$ cat config.mk
export PLATFORM = sky130hd
export DESIGN_NAME = sorted_min_priority_queue_core
export DESIGN_NICKNAME = d
export VERILOG_FILES = /design/src/hdl/smpq_pkg.sv /design/src/hdl/smpq_cell.sv /design/src/hdl/sorted_min_priority_queue_core.sv
export VERILOG_INCLUDE_DIRS = /design/src /design/src/hdl
export SDC_FILE = /design/constraint.sdc
export NUM_CORES = 2
export LEC_CHECK = 0
export BUFFER_PORTS_ARGS = -buffer_cell sky130_fd_sc_hd__buf_4
export CORE_MARGIN = 3
export CORE_UTILIZATION = 40
export DETAILED_ROUTE_END_ITERATION = 16
export PLACE_DENSITY = 0.55
export SETUP_SLACK_MARGIN = 0.15
export SYNTH_ARGS = -nofsm -noshare
export SYNTH_HDL_FRONTEND = slang
export SYNTH_SLANG_ARGS = --single-unit
$ cat constraint.sdc
create_clock -name aclk -period 7.68 [get_ports aclk]
set_input_delay 0.384 -clock aclk [delete_from_list [all_inputs] [get_ports aclk]]
set_output_delay 0.384 -clock aclk [all_outputs]
set_load 0.005 [all_outputs]
$ cat src/hdl/sorted_min_priority_queue_core_assert.svh
// Assertion macros for the sorted min-priority queue.
// Included by the modules that check their own logic; needs nothing else.
`ifndef SORTED_MIN_PRIORITY_QUEUE_CORE_ASSERT_SVH
`define SORTED_MIN_PRIORITY_QUEUE_CORE_ASSERT_SVH

// Same-cycle implication, disabled while reset is held.
`define SMPQ_ASSERT_NOW(lbl, clk, rst_n, ante, cons, msg) \
    lbl: assert property (@(posedge clk) disable iff (!(rst_n)) (ante) |-> (cons)) \
        else $error(msg);

// Next-cycle implication, disabled while reset is held.
`define SMPQ_ASSERT_NEXT(lbl, clk, rst_n, ante, cons, msg) \
    lbl: assert property (@(posedge clk) disable iff (!(rst_n)) (ante) |=> (cons)) \
        else $error(msg);

`endif

$ cat src/hdl/smpq_pkg.sv
// Shared types and constants for the sorted min-priority queue.
// Used by smpq_cell and sorted_min_priority_queue_core; depends on nothing.
package smpq_pkg;

    localparam int DEPTH_DEFAULT = 16;
    localparam int VALUE_W       = 32;
    localparam int COUNT_OUT_W   = 5;

    // Operation codes of an input item.
    localparam logic OP_INSERT = 1'b0;
    localparam logic OP_REMOVE = 1'b1;

    // Result status codes.
    typedef enum logic [1:0] {
        ST_DONE      = 2'd0,
        ST_OVERFLOW  = 2'd1,
        ST_UNDERFLOW = 2'd2
    } status_t;

    // Broadcast from the top level to every cell.
    typedef struct packed {
        logic                      load;
        logic                      op_remove;
        logic signed [VALUE_W-1:0] value;
    } cell_ctrl_t;

endpackage

$ cat src/hdl/smpq_cell.sv
// One cell of the sorted chain: holds one entry and decides its next value.
// Depends on smpq_pkg.
module smpq_cell (
    input  logic                               aclk,
    input  smpq_pkg::cell_ctrl_t               ctrl,
    input  logic                               occupied,
    input  logic signed [smpq_pkg::VALUE_W-1:0] left_value,
    input  logic                               left_gt,
    input  logic signed [smpq_pkg::VALUE_W-1:0] right_value,
    output logic signed [smpq_pkg::VALUE_W-1:0] value,
    output logic signed [smpq_pkg::VALUE_W-1:0] value_next,
    output logic                               gt
);

    logic signed [smpq_pkg::VALUE_W-1:0] value_reg;

    // An empty cell counts as larger than any value, so it takes a shifted entry.
    assign gt    = !occupied || (value_reg > ctrl.value);
    assign value = value_reg;

    // Remove shifts towards the front; insert shifts away from the insert point.
    always_comb begin
        value_next = value_reg;
        if (ctrl.op_remove) begin
            value_next = right_value;
        end else if (gt) begin
            value_next = left_gt ? left_value : ctrl.value;
        end
    end

    // Entry storage; no reset, as only occupied cells are ever read.
    always_ff @(posedge aclk) begin
        if (ctrl.load) begin
            value_reg <= value_next;
        end
    end

endmodule

$ cat src/hdl/sorted_min_priority_queue_core.sv
// Sorted min-priority queue built as a chain of compare-and-shift cells.
// An item's result is registered and presented in the cycle after it is accepted.
// One item per cycle while results are taken: every cell compares against the
// broadcast value and updates at once; the result register frees as it is taken.
// Reset (aresetn low, synchronous) empties the queue and drops any pending result.
module sorted_min_priority_queue_core #(
    parameter int DEPTH = smpq_pkg::DEPTH_DEFAULT
) (
    input  logic                                aclk,
    input  logic                                aresetn,
    input  logic                                s_valid,
    output logic                                s_ready,
    input  logic                                s_operation,
    input  logic signed [smpq_pkg::VALUE_W-1:0] s_value,
    output logic                                m_valid,
    input  logic                                m_ready,
    output logic [1:0]                          m_status,
    output logic signed [smpq_pkg::VALUE_W-1:0] m_front_value,
    output logic                                m_front_valid,
    output logic [smpq_pkg::COUNT_OUT_W-1:0]    m_count
);

`include "sorted_min_priority_queue_core_assert.svh"

    localparam int CNT_W = $clog2(DEPTH + 1);

    logic [CNT_W-1:0]                    count_reg, count_next;
    logic                                m_valid_reg;
    smpq_pkg::status_t                   status_reg, status_next;
    logic signed [smpq_pkg::VALUE_W-1:0] front_reg, front_next;
    logic                                front_valid_reg;
    logic [smpq_pkg::COUNT_OUT_W-1:0]    m_count_reg;

    logic                                s_fire;
    logic                                update;
    logic                                full, empty;
    smpq_pkg::cell_ctrl_t                ctrl;

    logic signed [smpq_pkg::VALUE_W-1:0] cell_value [DEPTH];
    logic signed [smpq_pkg::VALUE_W-1:0] cell_next  [DEPTH];
    logic signed [smpq_pkg::VALUE_W-1:0] left_v     [DEPTH];
    logic signed [smpq_pkg::VALUE_W-1:0] right_v    [DEPTH];
    logic                                cell_gt    [DEPTH];
    logic                                left_g     [DEPTH];

    // A new item is taken whenever the result register is empty or being drained,
    // and never while reset is held.
    assign s_ready = aresetn && (!m_valid_reg || m_ready);
    assign s_fire  = s_valid && s_ready;
    assign full    = (count_reg == CNT_W'(DEPTH));
    assign empty   = (count_reg == '0);

    // Decide status, new count and whether the cells move.
    always_comb begin
        status_next = smpq_pkg::ST_DONE;
        count_next  = count_reg;
        update      = 1'b0;
        unique case (s_operation)
            smpq_pkg::OP_INSERT: begin
                if (full) begin
                    status_next = smpq_pkg::ST_OVERFLOW;
                end else begin
                    count_next = count_reg + CNT_W'(1);
                    update     = 1'b1;
                end
            end
            smpq_pkg::OP_REMOVE: begin
                if (empty) begin
                    status_next = smpq_pkg::ST_UNDERFLOW;
                end else begin
                    count_next = count_reg - CNT_W'(1);
                    update     = 1'b1;
                end
            end
            default: begin
                status_next = smpq_pkg::ST_DONE;
            end
        endcase
    end

    // Control broadcast to every cell.
    assign ctrl = '{
        load:      s_fire && update,
        op_remove: (s_operation == smpq_pkg::OP_REMOVE),
        value:     s_value
    };

    // The chain of cells, each wired to its two neighbours.
    for (genvar i = 0; i < DEPTH; i++) begin : g_cell
        if (i == 0) begin : g_first
            assign left_v[i] = '0;
            assign left_g[i] = 1'b0;
        end else begin : g_inner
            assign left_v[i] = cell_value[i-1];
            assign left_g[i] = cell_gt[i-1];
        end
        if (i == DEPTH - 1) begin : g_last
            assign right_v[i] = cell_value[i];
        end else begin : g_body
            assign right_v[i] = cell_value[i+1];
        end

        smpq_cell u_cell (
            .aclk        (aclk),
            .ctrl        (ctrl),
            .occupied    (count_reg > CNT_W'(i)),
            .left_value  (left_v[i]),
            .left_gt     (left_g[i]),
            .right_value (right_v[i]),
            .value       (cell_value[i]),
            .value_next  (cell_next[i]),
            .gt          (cell_gt[i])
        );
    end

    // Front of the queue after this item.
    always_comb begin
        front_next = '0;
        if (count_next != '0) begin
            front_next = update ? cell_next[0] : cell_value[0];
        end
    end

    // Control state: entry count and the result handshake.
    always_ff @(posedge aclk) begin
        if (!aresetn) begin
            count_reg   <= '0;
            m_valid_reg <= 1'b0;
        end else begin
            if (s_fire) begin
                count_reg   <= count_next;
                m_valid_reg <= 1'b1;
            end else if (m_ready) begin
                m_valid_reg <= 1'b0;
            end
        end
    end

    // Result payload register.
    always_ff @(posedge aclk) begin
        if (s_fire) begin
            status_reg      <= status_next;
            front_reg       <= front_next;
            front_valid_reg <= (count_next != '0);
            m_count_reg     <= smpq_pkg::COUNT_OUT_W'(count_next);
        end
    end

    assign m_valid       = m_valid_reg;
    assign m_status      = status_reg;
    assign m_front_value = front_reg;
    assign m_front_valid = front_valid_reg;
    assign m_count       = m_count_reg;

    // Checks on the queue's own bookkeeping.
    `SMPQ_ASSERT_NOW(a_count_bound, aclk, aresetn, 1'b1, count_reg <= CNT_W'(DEPTH), "count above depth")
    `SMPQ_ASSERT_NEXT(a_insert_grows, aclk, aresetn, s_fire && s_operation == smpq_pkg::OP_INSERT && !full, count_reg == $past(count_reg) + CNT_W'(1), "insert did not grow count")
    `SMPQ_ASSERT_NEXT(a_front_flag, aclk, aresetn, s_fire, front_valid_reg == (count_reg != '0), "front flag disagrees with count")
    `SMPQ_ASSERT_NOW(a_front_sorted, aclk, aresetn, count_reg >= CNT_W'(2), cell_value[0] <= cell_value[1], "front entries out of order")

endmodule

# Word-level counts from Yosys, hierarchy flattened
# Index checks and enable logic that the tools add are counted.
dict set report op_classes {
  addsub 2
  order_cmp 32
  eq_ne 1
  n_mux 57
  bitwise_logic 1
  n_reduce_logical 69
}
# cell n
set op_table {}
lappend op_table {{2-to-1 mux 32 bit} 46}
lappend op_table {{> comparator 32 bit} 16}
lappend op_table {{> comparator 5 x 4 -> 1 bit, second input constant} 8}
lappend op_table {{nonzero test 2 bit} 15}
lappend op_table {{AND reduction 2 bit} 14}
lappend op_table {{> comparator 5 x 3 -> 1 bit, second input constant} 4}
lappend op_table {{zero test 1 bit} 17}
lappend op_table {{logical OR 1 bit} 17}
lappend op_table {{> comparator 5 x 1 -> 1 bit, second input constant} 2}
lappend op_table {{> comparator 5 x 2 -> 1 bit, second input constant} 2}
lappend op_table {{2-to-1 mux 5 bit} 2}
lappend op_table {{one-hot mux 5 bit (2 select lines)} 1}
lappend op_table {{adder 5 x 1 -> 5 bit, second input constant} 1}
lappend op_table {{equality test 5 bit, second input constant} 1}
lappend op_table {{zero test 5 bit} 1}
lappend op_table {{2-to-1 mux 1 bit} 5}
lappend op_table {{nonzero test 5 bit} 1}
lappend op_table {{subtractor 5 x 1 -> 5 bit, second input constant} 1}
lappend op_table {{one-hot mux 2 bit (2 select lines)} 1}
lappend op_table {{logical AND 1 bit} 3}
lappend op_table {{AND reduction 3 bit} 1}
lappend op_table {{2-to-1 mux 2 bit} 1}
lappend op_table {{one-hot mux 1 bit (2 select lines)} 1}
lappend op_table {{NOT 1 bit} 1}
dict set report word_totals {
  register_bits 558
  input_bits 37
  word_cells 184
}

# Logic depth before layout (Yosys ltp)
dict set report logic_depth {
  depth_word 6
  ltp_mapped 15
}

# Modules after synthesis
# Synthesis repeated with hierarchy kept, for this count alone.
dict set report unflattened {
  cells_unflattened 6230
  area_unflattened_um2 54350.9
}
# module n_inst cells_per_inst area_each_um2 seq_area_each_um2
set modules_own_cells {}
lappend modules_own_cells {smpq_cell 16 375 3231.8 960.9}
lappend modules_own_cells {sorted_min_priority_queue_core 1 230 2641.3 1321.3}

# Worst setup path before layout
# Ideal clock, no wire load.
dict set report synth_timing {
  kind {input port to flip-flop}
  startpoint {input port s_value[31] (netlist name)}
  endpoint {register g_cell[1].u_cell.value_reg (netlist bit g_cell[1].u_cell.value[0]), enable pin}
  setup_time_ns 0.421
  arrival_ns 4.507
  path_slack_ns 2.752
  path_stages 13
  path_cell_list {clkbuf_1 -> clkbuf_1 -> inv_1 -> ha_1 -> a21oi_1 -> o21ai_0 -> a2111oi_0 -> nor4b_1 -> o31ai_1 -> o22ai_2 -> buf_4 -> nor2_1 -> nor2_1}
}
dict set report synth_via {
  elab_chain_cells 4
}
# element line_no
set synth_lines {}
lappend synth_lines {{start: declaration} sorted_min_priority_queue_core.sv:14} ;# input logic signed [smpq_pkg::VALUE_W-1:0] s_value,
lappend synth_lines {{> comparator 32 bit} smpq_cell.sv:18} ;# assign gt = !occupied || (value_reg > ctrl.value);
lappend synth_lines {{logical OR 1 bit} smpq_cell.sv:18}
lappend synth_lines {{nonzero test 2 bit (no line)} --}
lappend synth_lines {{AND reduction 2 bit (no line)} --}
lappend synth_lines {{end signal: assignment} smpq_cell.sv:34} ;# value_reg <= value_next;
lappend synth_lines {{end: declaration} smpq_cell.sv:15} ;# logic signed [smpq_pkg::VALUE_W-1:0] value_reg;
# Every way passes these cells.
# A chain may end at the register's enable or synchronous reset.

# Final worst setup path
dict set report layout_timing {
  startpoint {register g_cell[1].u_cell.value_reg (netlist bit g_cell[1].u_cell.value[31])}
  endpoint {register g_cell[1].u_cell.value_reg (netlist bit g_cell[1].u_cell.value[4]), enable pin}
}
dict set report layout_via {
  elab_chain_cells 4
}
# element line_no
set layout_lines {}
lappend layout_lines {{> comparator 32 bit} smpq_cell.sv:18}
lappend layout_lines {{logical OR 1 bit} smpq_cell.sv:18}
lappend layout_lines {{nonzero test 2 bit (no line)} --}
lappend layout_lines {{AND reduction 2 bit (no line)} --}
# Every way passes these cells.

==> impl_metrics.toml <==
[die]
fp.dieH_um = 326
die_x_um = 326
start_util_pct = 40.6
dieArea_um2 = 106000
io-pin-count = 79
num_rows = 116
core_area_um2 = 101000

[critical_path]
reg2reg_depth = 10
cp-startpoint = "g_cell[1].u_cell.value[31]"
worst-path-buf-inv = 1
rrSetupSlack_ns = 2.91
timing.rr.start = "g_cell[1].u_cell.value[31]"
crit_fanout = 17
cp_data_required_time_ns = 7.98
startpoint_type = "register"
r2r-end = "g_cell[1].u_cell.value[4]"
crit_family = "compound AO/OA/AOI/OAI gates"
max_stage_delay_ns = 0.80
crit_path_cell_trace = "ha_1, a21oi_1, o21ai_0, a2111oi_0, nor4b_1, o31ai_1, o22ai_4, nor2_1, nor2_4, buf_4"
critical_path_arrival_ns = 5.07
path_class = "reg -> reg"
slowest_stage = "a2111oi_0"
critPathCaptureType = "register"

[final_layout]
nFillCells = 9618
layout_commonest_cell = "edfxtp_1"
area_delta_synth_final_pct = 8.75
largest_reg_flops = 512
final_cell_count_no_fill = 5399
final_nets = 4540
final_cell_mix = "edfxtp_1, ha_1, nand2_1"
layout-drive-gt1-share_pct = 7.52

[global_routing]
grt_first_pass_wirelength_um = 202000
track_usage_pct = 24.5
grt_max_degree = 174
first_global_vias = 31516
overflow = 0
antenna_found_initial = 0

[clock_tree]
clock_path_buffers = 3
cts_tree = "done"
root_buffer = "clkbuf_16"
cts_made_buffers = 71
cts_sinks = 558
ctsHtreeMaxLevel = 3
clk_pin_slew_ns = 0.06
clock_latency_ns = 0.64

[drt]
wl_met2_um = 59600
wl_met3_um = 8790
vias = 32678
m1WireLength_um = 62500
firstDrtPassIters = 5
finalWirelength_um = 134000
drc_errors = 0
drt-wirelength-per-cell_um = 24.8
routed.top_layer = "met4"
drtIter0Drc = 3614
via_per_inst = 6.05
ant_nets = 0

[timing]
rsz0062_at_grt = "no"
tns_ns = 0
fin_skew_ns = 0.0329
min_period_ns = 4.77
tightest_slew_ns = 1.41
slew_headroom_pct = 5.74
drv_slew = 0
hold_viol_final = 0
timing.final.crit_share_pct = 62.1
max_freq_mhz = 210
setup_viol = 0

[worst_hold_path]
holdCritStartpoint = "m_ready"
whs_path_depth = 3
holdPathEnd = "m_valid"
hold_path.class = "in -> reg"

[place]
gp_congestion = 0.927
port-buffer-count = 78
placed_cells = 5269
hpwl_um = 95600

[synth]
netlist-cell-type-count = 90
synth_area_leaders = "edfxtp_1, ha_1, mux2i_1"
syn_area_um2 = 41000
syn_nets = 4614
netlist.area_leader.share_pct = 40.4
synth_cells = 4060
synth_seq_cells = 558
postSynth.asyncResetShare_pct = 0
ys_warn_count = 0
synth_flop_cell = "edfxtp_1"
yosysSeqAreaShare_pct = 40.7
syn_area_per_cell_um2 = 10.1
synth_largest_area_cell = "edfxtp_1"
synth-edff-count = 552

[power]
leakagePower_uw = 0.0185
powerDensity_nw_per_um2 = 205
vdd_drop_max_v = 0.000151

[outcome]
status = "complete, no violations"

[job]
maxCapViolations = 0
synth_stat cells, types with 75 or more instances:
cell,n
edfxtp_1,552
ha_1,517
nand2_1,471
mux2i_1,394
a21oi_1,340
o21ai_0,313
nor3_1,207
nor2_1,198
clkbuf_1,169
nand4_1,98
o21ai_1,77
inv_1,75
through the flow:
stage                     utilization (%)  hold slack [ns]  setup WS, ns  instance area [um^2]  total power [uW]
final                                44.2           0.0518          2.91                 44600              9120
after global routing                 44.2           0.0675          2.88                 44600              9520
after CTS                            44.2           0.0223          3.09                 44600              9160
after detailed placement             42.0            0.505          2.61                 42300              5830
after global placement               42.0            0.490          2.64                 42300              5790
after floorplan                         -            0.488          2.75                 41000              5170
power by group:
| group | leakage (uW) | internal (uW) | switching, uW |
|---|---|---|---|
| sequential | 0.00515 | 3650 | 192 |
| clock | 0.00108 | 1920 | 1410 |
| combinational | 0.0123 | 688 | 1270 |
| total | 0.0185 | 6260 | 2870 |
worst max-delay path by stage:
stage          slack, ns  depth (start not counted)                         to
6_report            2.91                         10  g_cell[1].u_cell.value[4]
5_1_grt             2.88                         10  g_cell[1].u_cell.value[3]
4_1_cts             3.09                         10  g_cell[1].u_cell.value[3]
3_5_place_dp        2.61                         13  g_cell[1].u_cell.value[7]
3_3_place_gp        2.64                         13  g_cell[1].u_cell.value[7]
2_1_floorplan       2.75                         13  g_cell[1].u_cell.value[0]
repair_timing:
action                                  CTS  global route
gates resized for setup                   0             0
endpoints found under the hold margin     1             0
hold buffers                              1             0
endpoints found under the setup margin    0             0
setup buffers                             0             0
cells by family after synthesis:
family | Yosys count | synth area share, %
buf+inv | 358 | 4.58
fa+ha+maj | 517 | 15.8
flops | 558 | 40.7
simple gates | 1122 | 12.5
mux | 424 | 10.4
compound gates | 1076 | 15.9
xor+xnor | 5 | 0.107
metal layers:
layer | global-route usage [%] | up-vias
li1 | - | 15278
met1 | 36.1 | 16117
met2 | 37.5 | 1092
met3 | 3.85 | 191
met4 | 5.94 | 0
met5 | 0 | -
worst reg2reg max path, cell delays in order, from the launching register on:
cell	delay [ns]
edfxtp_1	0.45
ha_1	0.43
a21oi_1	0.17
o21ai_0	0.29
a2111oi_0	0.80
nor4b_1	0.79
o31ai_1	0.24
o22ai_4	0.15
nor2_1	0.09
nor2_4	0.59
buf_4	0.43
cell type report:
cell class,count,area (um^2),area share (%)
antenna,2,5.00,0.0112
clock inverter,27,215,0.483
tap,1357,1700,3.81
multi-input combinational,3144,22600,50.7
timing repair buffer,133,1060,2.37
clock buffer,100,2000,4.49
inverter,78,298,0.668
sequential,558,16700,37.5
(Power assumes the default switching activity.)
